===== src/hw/rtl/lsc_pkg.sv =====
// lsc_pkg: shared types and constants of the lap stopwatch controller
package lsc_pkg;

    typedef enum logic [2:0] {
        MODE_IDLE     = 3'd0,
        MODE_RUN      = 3'd1,
        MODE_RUN_LAP  = 3'd2,
        MODE_STOP     = 3'd3,
        MODE_STOP_LAP = 3'd4
    } mode_t;

    localparam logic [2:0] EV_STARTSTOP = 3'd2;
    localparam logic [2:0] EV_LAPRESET  = 3'd3;
    localparam logic [2:0] EV_LONG      = 3'd4;

    localparam logic [5:0] RATE_FAST = 6'd32;
    localparam logic [5:0] RATE_SLOW = 6'd2;
    localparam logic [5:0] RATE_LAP  = 6'd2;
    localparam logic [5:0] RATE_IDLE = 6'd1;

    // request after the mode update: shown time is minuend - subtrahend
    typedef struct packed {
        mode_t       mode;
        logic [31:0] minuend;
        logic [31:0] subtrahend;
        logic [6:0]  phase;
        logic        slow;
    } event_t;

endpackage


===== src/hw/rtl/lsc_mode_ctrl.sv =====
// lsc_mode_ctrl: mode state machine, start/stop/lap marks and request capture
module lsc_mode_ctrl (
    input  logic                aclk,
    input  logic                aresetn,
    input  logic                s_valid,
    output logic                s_ready,
    input  logic [2:0]          s_req_type,
    input  logic [31:0]         s_counter_now,
    input  logic [6:0]          s_tick_phase,
    output logic                evt_valid,
    input  logic                evt_ready,
    output lsc_pkg::event_t     evt
);

    lsc_pkg::mode_t  mode_reg, mode_next;
    logic [31:0]     start_reg, start_next;
    logic [31:0]     stop_reg, stop_next;
    logic [31:0]     lap_reg, lap_next;
    logic            slow_reg, slow_next;
    logic            evt_valid_reg;
    lsc_pkg::event_t evt_reg, evt_next;
    logic            accept;
    logic [31:0]     paused;

    assign s_ready   = !evt_valid_reg || evt_ready;
    assign accept    = s_valid && s_ready;
    assign evt_valid = evt_valid_reg;
    assign evt       = evt_reg;
    assign paused    = s_counter_now - stop_reg;

    // next state and marks
    always_comb begin
        mode_next  = mode_reg;
        start_next = start_reg;
        stop_next  = stop_reg;
        lap_next   = lap_reg;
        slow_next  = slow_reg;
        unique case (mode_reg)
            lsc_pkg::MODE_IDLE: begin
                if (s_req_type == lsc_pkg::EV_STARTSTOP) begin
                    mode_next  = lsc_pkg::MODE_RUN;
                    start_next = s_counter_now;
                end else if (s_req_type == lsc_pkg::EV_LONG) begin
                    slow_next = !slow_reg;
                end
            end
            lsc_pkg::MODE_RUN: begin
                if (s_req_type == lsc_pkg::EV_STARTSTOP) begin
                    mode_next = lsc_pkg::MODE_STOP;
                    stop_next = s_counter_now;
                end else if (s_req_type == lsc_pkg::EV_LAPRESET) begin
                    mode_next = lsc_pkg::MODE_RUN_LAP;
                    lap_next  = s_counter_now;
                end
            end
            lsc_pkg::MODE_RUN_LAP: begin
                if (s_req_type == lsc_pkg::EV_STARTSTOP) begin
                    mode_next = lsc_pkg::MODE_STOP_LAP;
                    stop_next = s_counter_now;
                end else if (s_req_type == lsc_pkg::EV_LAPRESET) begin
                    mode_next = lsc_pkg::MODE_RUN;
                    lap_next  = s_counter_now;
                end else if (s_req_type == lsc_pkg::EV_LONG) begin
                    mode_next = lsc_pkg::MODE_RUN;
                    slow_next = !slow_reg;
                end
            end
            lsc_pkg::MODE_STOP_LAP: begin
                if (s_req_type == lsc_pkg::EV_STARTSTOP) begin
                    mode_next  = lsc_pkg::MODE_RUN_LAP;
                    start_next = paused + start_reg;
                    lap_next   = paused + lap_reg;
                end else if (s_req_type == lsc_pkg::EV_LAPRESET) begin
                    mode_next = lsc_pkg::MODE_STOP;
                end
            end
            lsc_pkg::MODE_STOP: begin
                if (s_req_type == lsc_pkg::EV_STARTSTOP) begin
                    mode_next  = lsc_pkg::MODE_RUN;
                    start_next = paused + start_reg;
                end else if (s_req_type == lsc_pkg::EV_LAPRESET) begin
                    mode_next = lsc_pkg::MODE_IDLE;
                end
            end
            default: begin
                mode_next = mode_reg;
            end
        endcase
    end

    // operands of the shown time after the update
    always_comb begin
        evt_next.mode  = mode_next;
        evt_next.phase = s_tick_phase;
        evt_next.slow  = slow_next;
        unique case (mode_next)
            lsc_pkg::MODE_RUN: begin
                evt_next.minuend    = s_counter_now;
                evt_next.subtrahend = start_next;
            end
            lsc_pkg::MODE_RUN_LAP, lsc_pkg::MODE_STOP_LAP: begin
                evt_next.minuend    = lap_next;
                evt_next.subtrahend = start_next;
            end
            lsc_pkg::MODE_STOP: begin
                evt_next.minuend    = stop_next;
                evt_next.subtrahend = start_next;
            end
            default: begin
                evt_next.minuend    = 32'd0;
                evt_next.subtrahend = 32'd0;
            end
        endcase
    end

    always_ff @(posedge aclk) begin
        if (!aresetn) begin
            mode_reg      <= lsc_pkg::MODE_IDLE;
            start_reg     <= 32'd0;
            stop_reg      <= 32'd0;
            lap_reg       <= 32'd0;
            slow_reg      <= 1'b0;
            evt_valid_reg <= 1'b0;
        end else begin
            if (accept) begin
                mode_reg  <= mode_next;
                start_reg <= start_next;
                stop_reg  <= stop_next;
                lap_reg   <= lap_next;
                slow_reg  <= slow_next;
            end
            if (s_ready) begin
                evt_valid_reg <= s_valid;
            end
        end
    end

    always_ff @(posedge aclk) begin
        if (accept) begin
            evt_reg <= evt_next;
        end
    end

endmodule


===== src/hw/rtl/lsc_time_split.sv =====
// lsc_time_split: pipeline that splits shown ticks into display fields
module lsc_time_split (
    input  logic            aclk,
    input  logic            aresetn,
    input  logic            evt_valid,
    output logic            evt_ready,
    input  lsc_pkg::event_t evt,
    output logic            m_valid,
    input  logic            m_ready,
    output logic [2:0]      m_mode,
    output logic [31:0]     m_elapsed_ticks,
    output logic [6:0]      m_hundredths,
    output logic            m_hundredths_blank,
    output logic [5:0]      m_seconds_part,
    output logic [5:0]      m_minutes_part,
    output logic [4:0]      m_hours_part,
    output logic            m_lap_indicator,
    output logic            m_colon_on,
    output logic [5:0]      m_refresh_rate
);

    typedef struct packed {
        lsc_pkg::mode_t mode;
        logic           lap;
        logic           colon;
        logic [5:0]     rate;
        logic           blank;
    } flags_t;

    localparam logic [25:0] DIV60_MULT = 26'd35791395;
    localparam logic [11:0] DIV3_MULT  = 12'd2731;
    localparam logic [6:0]  HUND_SCALE = 7'd100;

    // floor(x / 60), exact for any 25-bit x
    function automatic logic [19:0] div60(input logic [24:0] x);
        logic [50:0] prod;
        prod = {26'd0, x} * {25'd0, DIV60_MULT};
        return prod[50:31];
    endfunction

    // stage valids
    logic v2_reg, v3_reg, v4_reg, v5_reg, v6_reg;
    logic r2, r3, r4, r5, r6;

    // stage 2
    logic [31:0] el2_reg;
    flags_t      fl2_reg, fl2_next;
    logic [31:0] el2_next;
    // stage 3
    logic [31:0] el3_reg;
    flags_t      fl3_reg;
    logic [6:0]  hund3_reg;
    logic [19:0] mins3_reg;
    logic [13:0] hund_prod;
    // stage 4
    logic [31:0] el4_reg;
    flags_t      fl4_reg;
    logic [6:0]  hund4_reg;
    logic [19:0] mins4_reg;
    logic [5:0]  sec4_reg;
    logic [13:0] hours4_reg;
    logic [24:0] sec_rem;
    logic [19:0] hours_q;
    // stage 5
    logic [31:0] el5_reg;
    flags_t      fl5_reg;
    logic [6:0]  hund5_reg;
    logic [5:0]  sec5_reg;
    logic [5:0]  min5_reg;
    logic [13:0] hours5_reg;
    logic [9:0]  q3_5_reg;
    logic [19:0] min_rem;
    logic [22:0] div3_prod;
    // stage 6
    logic [31:0] el6_reg;
    flags_t      fl6_reg;
    logic [6:0]  hund6_reg;
    logic [5:0]  sec6_reg;
    logic [5:0]  min6_reg;
    logic [4:0]  hours6_reg;
    logic [10:0] t5;
    logic [10:0] mod3_rem;

    assign r6        = !v6_reg || m_ready;
    assign r5        = !v5_reg || r6;
    assign r4        = !v4_reg || r5;
    assign r3        = !v3_reg || r4;
    assign r2        = !v2_reg || r3;
    assign evt_ready = r2;

    always_ff @(posedge aclk) begin
        if (!aresetn) begin
            v2_reg <= 1'b0;
            v3_reg <= 1'b0;
            v4_reg <= 1'b0;
            v5_reg <= 1'b0;
            v6_reg <= 1'b0;
        end else begin
            if (r2) v2_reg <= evt_valid;
            if (r3) v3_reg <= v2_reg;
            if (r4) v4_reg <= v3_reg;
            if (r5) v5_reg <= v4_reg;
            if (r6) v6_reg <= v5_reg;
        end
    end

    // stage 2: shown time and indicators
    assign el2_next = evt.minuend - evt.subtrahend;

    always_comb begin
        fl2_next.mode  = evt.mode;
        fl2_next.blank = evt.slow &&
                         (evt.mode == lsc_pkg::MODE_RUN || evt.mode == lsc_pkg::MODE_IDLE);
        unique case (evt.mode)
            lsc_pkg::MODE_RUN: begin
                fl2_next.lap   = 1'b0;
                fl2_next.colon = !el2_next[6];
                fl2_next.rate  = evt.slow ? lsc_pkg::RATE_SLOW : lsc_pkg::RATE_FAST;
            end
            lsc_pkg::MODE_RUN_LAP: begin
                fl2_next.lap   = (evt.phase == 7'd0);
                fl2_next.colon = (evt.phase == 7'd0);
                fl2_next.rate  = lsc_pkg::RATE_LAP;
            end
            lsc_pkg::MODE_STOP_LAP: begin
                fl2_next.lap   = 1'b1;
                fl2_next.colon = 1'b1;
                fl2_next.rate  = lsc_pkg::RATE_IDLE;
            end
            default: begin
                fl2_next.lap   = 1'b0;
                fl2_next.colon = 1'b1;
                fl2_next.rate  = lsc_pkg::RATE_IDLE;
            end
        endcase
    end

    always_ff @(posedge aclk) begin
        if (r2 && evt_valid) begin
            el2_reg <= el2_next;
            fl2_reg <= fl2_next;
        end
    end

    // stage 3: hundredths and total minutes
    assign hund_prod = {7'd0, el2_reg[6:0]} * {7'd0, HUND_SCALE};

    always_ff @(posedge aclk) begin
        if (r3 && v2_reg) begin
            el3_reg   <= el2_reg;
            fl3_reg   <= fl2_reg;
            hund3_reg <= hund_prod[13:7];
            mins3_reg <= div60(el2_reg[31:7]);
        end
    end

    // stage 4: seconds within minute and total hours
    assign sec_rem = el3_reg[31:7] - ({mins3_reg[18:0], 6'd0} - {3'd0, mins3_reg, 2'd0});
    assign hours_q = div60({5'd0, mins3_reg});

    always_ff @(posedge aclk) begin
        if (r4 && v3_reg) begin
            el4_reg    <= el3_reg;
            fl4_reg    <= fl3_reg;
            hund4_reg  <= hund3_reg;
            mins4_reg  <= mins3_reg;
            sec4_reg   <= sec_rem[5:0];
            hours4_reg <= hours_q[13:0];
        end
    end

    // stage 5: minutes within hour, hours / 24 via (hours / 8) / 3
    assign min_rem   = mins4_reg -
                       ({hours4_reg, 6'd0} - {4'd0, hours4_reg, 2'd0});
    assign div3_prod = {12'd0, hours4_reg[13:3]} * {11'd0, DIV3_MULT};

    always_ff @(posedge aclk) begin
        if (r5 && v4_reg) begin
            el5_reg    <= el4_reg;
            fl5_reg    <= fl4_reg;
            hund5_reg  <= hund4_reg;
            sec5_reg   <= sec4_reg;
            min5_reg   <= min_rem[5:0];
            hours5_reg <= hours4_reg;
            q3_5_reg   <= div3_prod[22:13];
        end
    end

    // stage 6: hours mod 24 and result register
    assign t5       = hours5_reg[13:3];
    assign mod3_rem = t5 - ({q3_5_reg, 1'b0} + {1'b0, q3_5_reg});

    always_ff @(posedge aclk) begin
        if (r6 && v5_reg) begin
            el6_reg    <= el5_reg;
            fl6_reg    <= fl5_reg;
            hund6_reg  <= hund5_reg;
            sec6_reg   <= sec5_reg;
            min6_reg   <= min5_reg;
            hours6_reg <= {mod3_rem[1:0], hours5_reg[2:0]};
        end
    end

    assign m_valid            = v6_reg;
    assign m_mode             = fl6_reg.mode;
    assign m_elapsed_ticks    = el6_reg;
    assign m_hundredths       = hund6_reg;
    assign m_hundredths_blank = fl6_reg.blank;
    assign m_seconds_part     = sec6_reg;
    assign m_minutes_part     = min6_reg;
    assign m_hours_part       = hours6_reg;
    assign m_lap_indicator    = fl6_reg.lap;
    assign m_colon_on         = fl6_reg.colon;
    assign m_refresh_rate     = fl6_reg.rate;

endmodule


===== src/hw/rtl/lap_stopwatch_controller.sv =====
// lap_stopwatch_controller: top level of the lap stopwatch controller
//
// One request (tick, activate, start/stop, lap/reset or long press, with the
// current 128 Hz counter value) updates the mode and the start, stop and lap
// marks in the cycle it is accepted and yields exactly one result, valid on
// m_valid once it has passed the event register and pipeline stages 2 to 6,
// describing the display after that request. A new request can be accepted
// every cycle, also while a result waits on m_ready, until six requests are
// held in the pipeline; the latency is set by the chain of reciprocal
// multiplies that splits the elapsed ticks into seconds, minutes and hours, at
// most one such multiply per pipeline stage. Mark arithmetic wraps modulo
// 2^32, hours wrap at 24, and no initialization pass follows reset.
module lap_stopwatch_controller (
    input  logic        aclk,
    input  logic        aresetn,
    input  logic        s_valid,
    output logic        s_ready,
    input  logic [2:0]  s_req_type,
    input  logic [31:0] s_counter_now,
    input  logic [6:0]  s_tick_phase,
    output logic        m_valid,
    input  logic        m_ready,
    output logic [2:0]  m_mode,
    output logic [31:0] m_elapsed_ticks,
    output logic [6:0]  m_hundredths,
    output logic        m_hundredths_blank,
    output logic [5:0]  m_seconds_part,
    output logic [5:0]  m_minutes_part,
    output logic [4:0]  m_hours_part,
    output logic        m_lap_indicator,
    output logic        m_colon_on,
    output logic [5:0]  m_refresh_rate
);

    logic            evt_valid;
    logic            evt_ready;
    lsc_pkg::event_t evt;

    lsc_mode_ctrl u_mode_ctrl (
        .aclk          (aclk),
        .aresetn       (aresetn),
        .s_valid       (s_valid),
        .s_ready       (s_ready),
        .s_req_type    (s_req_type),
        .s_counter_now (s_counter_now),
        .s_tick_phase  (s_tick_phase),
        .evt_valid     (evt_valid),
        .evt_ready     (evt_ready),
        .evt           (evt)
    );

    lsc_time_split u_time_split (
        .aclk               (aclk),
        .aresetn            (aresetn),
        .evt_valid          (evt_valid),
        .evt_ready          (evt_ready),
        .evt                (evt),
        .m_valid            (m_valid),
        .m_ready            (m_ready),
        .m_mode             (m_mode),
        .m_elapsed_ticks    (m_elapsed_ticks),
        .m_hundredths       (m_hundredths),
        .m_hundredths_blank (m_hundredths_blank),
        .m_seconds_part     (m_seconds_part),
        .m_minutes_part     (m_minutes_part),
        .m_hours_part       (m_hours_part),
        .m_lap_indicator    (m_lap_indicator),
        .m_colon_on         (m_colon_on),
        .m_refresh_rate     (m_refresh_rate)
    );

endmodule

===== config.mk =====
export PLATFORM = sky130hd
export DESIGN_NAME = lap_stopwatch_controller
export DESIGN_NICKNAME = d
export VERILOG_FILES = /design/src/hw/rtl/lsc_pkg.sv /design/src/hw/rtl/lsc_mode_ctrl.sv /design/src/hw/rtl/lsc_time_split.sv /design/src/hw/rtl/lap_stopwatch_controller.sv
export SDC_FILE = /design/constraint.sdc
export NUM_CORES = 2
export LEC_CHECK = 0
export BUFFER_PORTS_ARGS = -buffer_cell sky130_fd_sc_hd__buf_4
export CORE_MARGIN = 5
export CORE_UTILIZATION = 50
export DETAILED_ROUTE_END_ITERATION = 8
export PLACE_DENSITY = 0.66
export REMOVE_ABC_BUFFERS = 1
export SLEW_MARGIN = 10
export SYNTH_ARGS = -nofsm -noshare
export SYNTH_HDL_FRONTEND = slang
export SYNTH_SLANG_ARGS = --single-unit

===== constraint.sdc =====
create_clock -name aclk -period 7.9 [get_ports aclk]
set_input_delay 1.185 -clock aclk [delete_from_list [all_inputs] [get_ports aclk]]
set_output_delay 1.185 -clock aclk [all_outputs]
set_load 0.02 [all_outputs]

## Yosys cells after proc, flatten, opt, wreduce, memory -nomap -nowiden

Index checks and enable logic that the tools add are counted.

| storage, ports and cells | value |
|---|---|
| register bits | 511 |
| input bits | 46 |

| cells by class | value |
|---|---|
| add/subtract/negate cells | 10 |
| $mul | 4 |
| equality and inequality tests | 14 |
| mux-type cells | 28 |
| reduce and logical (&&, ||, !) cells | 28 |

Operator list:

| operator | number |
|---|---|
| 32-bit 2-to-1 mux | 7 |
| 64-bit one-hot mux with 3 select lines | 1 |
| 32-bit one-hot mux with 2 select lines | 2 |
| 32-bit adder | 2 |
| 32-bit subtractor | 2 |
| 25-bit by 26-bit multiplier with 51-bit output, second input constant | 1 |
| 20-bit by 26-bit multiplier with 45-bit output, second input constant | 1 |
| 3-bit 2-to-1 mux | 10 |
| 8-bit one-hot mux with 3 select lines | 1 |
| 3-bit by 2-bit equality test with 1-bit output, second input constant | 7 |
| 11-bit by 12-bit multiplier with 15-bit output, second input constant | 1 |
| 3-bit one-hot mux with 5 select lines | 1 |
| 3-bit equality test, second input constant | 4 |
| 7-bit by 5-bit multiplier with 12-bit output, second input constant | 1 |
| 1-bit by 6-bit subtractor with 6-bit output, first input constant | 2 |
| 6-bit subtractor | 2 |
| 3-bit by 1-bit equality test with 1-bit output, second input constant | 3 |
| 1-bit logical NOT | 8 |
| 1-bit logical AND | 7 |
| 7-bit logical NOT | 1 |
| 1-bit logical OR | 7 |
| 3-bit logical NOT | 2 |
| 6-bit 2-to-1 mux | 1 |
| 2-bit OR reduction | 3 |
| other kinds (4) | 7 |

## Logic depth before layout (Yosys ltp)

| logic depth | value |
|---|---|
| depth in word-level cells | 8 |
| gate-level depth with buffers | 26 |
| mapped depth without buffers | 25 |

## Hierarchy

Synthesis repeated with hierarchy kept, for this count alone.

| second synthesis, totals | value |
|---|---|
| cell total of the unflattened synthesis | 3,402 |
| area total of the unflattened synthesis | 36,652.7 µm² |

By module, submodules not included:

| module | times used | cells an instance | area an instance (µm²) | seq. area each (µm²) |
|---|---|---|---|---|
| lsc_time_split | 1 | 1,876 | 24,033.0 | 9,379.0 |
| lsc_mode_ctrl | 1 | 1,526 | 12,619.6 | 4,274.1 |

## Worst setup path after synthesis

Ideal clock, no wire load.

| timing | value |
|---|---|
| kind | in2reg |
| start point | input m_ready |
| end point | register u_time_split.el5_reg[0] (enable) |
| arrival | 5,999 ps |
| setup slack | 1,313 ps |
| stages on the path | 2 |
| cells stage by stage | nor2b_1 a21boi_0 |

| on the way | value |
|---|---|
| cells in the longest elaborated chain, start to end | 3 |

RTL lines:

| item | line | RTL |
|---|---|---|
| start, declared | lap_stopwatch_controller.sv:22 | `input logic m_ready,` |
| 1-bit logical OR | lsc_time_split.sv:84 | `assign r6 = !v6_reg \|\| m_ready;` |
| 1-bit logical OR | lsc_time_split.sv:85 | `assign r5 = !v5_reg \|\| r6;` |
| 1-bit logical AND | lsc_time_split.sv:178 | `if (r5 && v4_reg) begin` |
| end signal, assigned | lsc_time_split.sv:179 | `el5_reg <= el4_reg;` |
| end, declared | lsc_time_split.sv:65 | `logic [31:0] el5_reg;` |

Every way passes these cells.
A chain may end at the register's enable or synchronous reset.

## Final worst setup path

| timing | value |
|---|---|
| start point | register u_time_split.el2_reg[31] |
| end point | register u_time_split.mins3_reg[11] (data pin) |

| on the way | value |
|---|---|
| cells in the longest elaborated chain, start to end | 1 |

RTL lines:

| item | line | RTL |
|---|---|---|
| start, declared | lsc_time_split.sv:46 | `logic [31:0] el2_reg;` |
| start signal, assigned | lsc_time_split.sv:140 | `el2_reg <= el2_next;` |
| 25-bit by 26-bit multiplier with 51-bit output | lsc_time_split.sv:37 | `prod = {26'd0, x} * {25'd0, DIV60_MULT};` |
| end signal, assigned | lsc_time_split.sv:153 | `mins3_reg <= div60(el2_reg[31:7]);` |
| end, declared | lsc_time_split.sv:53 | `logic [19:0] mins3_reg;` |

Every way passes these cells.

==> summary.txt <==
Run status
  • Status: complete, no violations

Global route
  • Gr busiest metal: met2
  • Met1 usage: 30.1%
  • Grt met3 use: around 3.9%
  • GR Overflow Total: 0
  • Tot GR Track Use: 21.7%
  • Global-route wire length before repair: 136 mm
  • Antenna violations before repair: 4
  • Met2 usage: 35.8%
  • Vias in the first global route: 24600
  • Largest net degree at the start of global routing: 88

Finish
  • Layout Cells excl Fill: 4466
  • Layout cells sized above 1: just under 8%
  • Max FFs per register: 75
  • P&R area growth vs syn: 10.4%
  • Final-stage net count: about 4300
  • Most common cell after layout, fill and taps aside: ha_1
  • Commonest non-fill, non-tap cells in the layout: 584 x ha_1, 448 x inv_1, 384 x edfxtp_1

Setup path
  • CP Max Fanout: 5
  • Critical path data required time: a little over 8 ns
  • Arr. time, crit path: 6.86 ns
  • CP Capture Type: flop
  • Slowest stage cell, crit path: fa_1
  • Max incr delay on CP: around 0.52 ns
  • Critical path class: reg2reg
  • Reg2reg end: u_time_split.mins3_reg[11]$_DFFE_PP_
  • Crit-path cells: ha_1, ha_1, or2_2, fa_1, inv_1, fa_1, fa_1, fa_1, fa_1, inv_1, ha_1, nand4_1, or3_1, a2111o_1, a31oi_1, o21a_1, o21a_1, a31o_2, a21o_1, a21oi_1, xnor2_1
  • Cells on worst reg2reg path: 21
  • Crit path top cell by count: fa_1
  • Critical Path Start Type: flop
  • Register-to-register setup slack: about 1.4 ns
  • Worst R2R Start: u_time_split.el2_reg[31]$_DFFE_PP_

Clock tree
  • CTS resizes: 0
  • H-tree Lvls: 2
  • Latest clock arrival within the worst-skew pair: 0.62 ns
  • CTS tree: yes
  • Clock Tree Root: clkbuf_16
  • Hold Buf Count CTS: 0
  • Postcts setup bufs: 0
  • Maximum buffer depth of the clock tree: 3
  • Worst-path clk slew: 0.06 ns
  • CTS Buf Count: 53
  • Sink Count: 490

Die
  • Placeable Area: ~70000 sq um
  • Die footprint: 77900 sq um
  • Starting Density: 50.5%
  • DIE WIDTH: 279 um
  • Num rows: 98
  • Io pins: ~120
  • Die Height: between 200 and 300 um

Yosys
  • Seq/Total Area, Yosys: 37.7%
  • Post-synth EDFFs: about 380
  • Post-synth ARST share: 0%
  • Syn Area/Cell: between 10 and 15 sq um
  • Main synth FF type: edfxtp_1
  • Synth area leader: edfxtp_1
  • Yosys warnings: 0
  • Yosys reg bits: 490
  • Distinct cells, synth: 89
  • Syn Inst Count: 3363
  • Synth area leaders: edfxtp_1 32%, ha_1 20%, fa_1 10%
  • Post-Syn Area: roughly 36000 sq um
  • Synth top area share: 31.9%

Place
  • Post-detail-place hpwl: 65.1 mm
  • Final Wtd Congestion: 0.945
  • Inst Count DP: 4364
  • Buffers added on ports: 112

STA
  • Max-slew violations: 0
  • Part of the cycle the worst path needs: between 80 and 90%
  • Smallest hold slack: 0.402 ns
  • Fin Setup TNS: 0 ns
  • Fin crit period: 6.51 ns
  • Worst Tran Pin Value: 1.23 ns
  • Final count of hold timing violations: 0
  • RSZ-0062 raised after global routing: no
  • Clock Skew: 0.0257 ns
  • FMAX: 0.154 GHz
  • Slew HR: 17.9%
  • Final setup viols: 0

Routing
  • DRC viols: 0
  • Detail Route Antenna Nets: 0
  • Final WL: 85.7 mm
  • DR vias: 25300
  • First-pass DRT Iterations: 6
  • Vias per cell: 5.66
  • DR iter-0 viols: 1803
  • DR WL/cell: around 19 um

Pwr
  • Internal: 9.84 mW
  • Worst VDD drop: roughly 0.63 mV
  • Sw frac: 44.9%
  • Reg power frac: 19.1%
  • Total chip power: 17.9 mW
  • Part of the power in the clock network: 13.9%
  • Pwr Density: 448 nW/um^2
  • Comb power frac: 67.0%
  • Switching Power: 8.03 mW
  • Leak pwr: roughly 18 nW

Min path
  • Worst Hold Class: reg2reg
  • Hold Crit Start: u_time_split.sec4_reg[1]$_DFFE_PP_
  • WHS Endpoint: u_time_split.sec5_reg[1]$_DFFE_PP_
  • Worst Hold Depth: 0

Flow run
  • # Max-Cap Violations: 0
==> power by group through the flow <==
stage | clock, mW | combinational [mW] | sequential (mW)
after global placement | 0 | 11.8 | 3.47
final | 2.48 | 12.0 | 3.41
after global routing | 2.65 | 13.9 | 3.44
after floorplan | 0 | 9.08 | 3.37
after detailed placement | 0 | 11.9 | 3.47
after CTS | 2.54 | 12.1 | 3.42
==> worst max-delay path, delay by kind of cell (launching register included) <==
kind                       cells  cell delay [ns]
AOI/OAI and AO/OA              7             1.57
xor gates and xnor gates       1             0.13
DFF                            1             0.50
and+or+nand+nor                3             0.81
buffers and inverters          2             0.10
adders and majority gates      8             3.14
==> cells by family (layout without fill, tap and decap cells) <==
kind of cell	after synthesis	in the layout	synth area share (%)
AOI/OAI and AO/OA	791	791	14.5
adders and majority gates	767	767	30.3
and+or+nand+nor	609	609	7.72
buffers and inverters	538	686	5.63
DFF	490	490	37.7
xor gates and xnor gates	163	163	3.97
muxes	4	4	0.111
other	1	6	0.0104
==> metrics by stage <==
stage | instance area (sq um) | setup slack [ns] | utilization, %
finish | 39900 | 1.39 | 55.8
CTS | 39900 | 1.38 | 55.8
floorplan | 35800 | 1.31 | -
global placement | 38200 | 1.44 | 53.3
detailed placement | 38200 | 1.36 | 53.3
global route | 39900 | 1.14 | 55.8
==> cell usage after synthesis (31+ instances only) <==
master    count
ha_1        584
inv_1       450
edfxtp_1    384
a21oi_1     233
nor2_1      199
nand2_1     184
fa_1        183
o21ai_0     132
xnor2_1     113
dfxtp_1     106
a21o_1       98
clkbuf_1     80
a211oi_1     53
xor2_1       49
nor3_1       41
a22oi_1      40
nor2b_1      32
a221oi_1     31
==> cell type report <==
cell class	instances	area [sq um]
inverter	450	1690
sequential	490	13700
clock buffer	76	1530
clock inverter	23	239
antenna	3	7.51
timing repair buffer	137	1030
tap	950	1190
fill	6173	31700
multi-input combinational	2337	20600
==> metal layers <==
layer | share of wire (%) | vias up
met5 | 0.023 | -
met4 | 2.3 | 2
li1 | - | 12200
met3 | 6.9 | 123
met1 | 45 | 12200
met2 | 46 | 759
==> worst max-delay path by stage <==
stage	cells after the start	to	slack, ns	start
global placement	24	u_mode_ctrl.evt[39]$_DFFE_PP_	1.44	s_counter_now[0]
finish	21	u_time_split.mins3_reg[11]$_DFFE_PP_	1.39	u_time_split.el2_reg[31]$_DFFE_PP_
detailed placement	23	u_mode_ctrl.evt[35]$_DFFE_PP_	1.36	s_counter_now[4]
floorplan	2	u_time_split.el5_reg[0]$_DFFE_PP_	1.31	m_ready
global route	20	u_time_split.mins3_reg[11]$_DFFE_PP_	1.14	u_time_split.el2_reg[30]$_DFFE_PP_
CTS	22	u_time_split.mins3_reg[11]$_DFFE_PP_	1.38	u_time_split.el2_reg[30]$_DFFE_PP_
No activity file was read; power rests on OpenSTA's default activity.
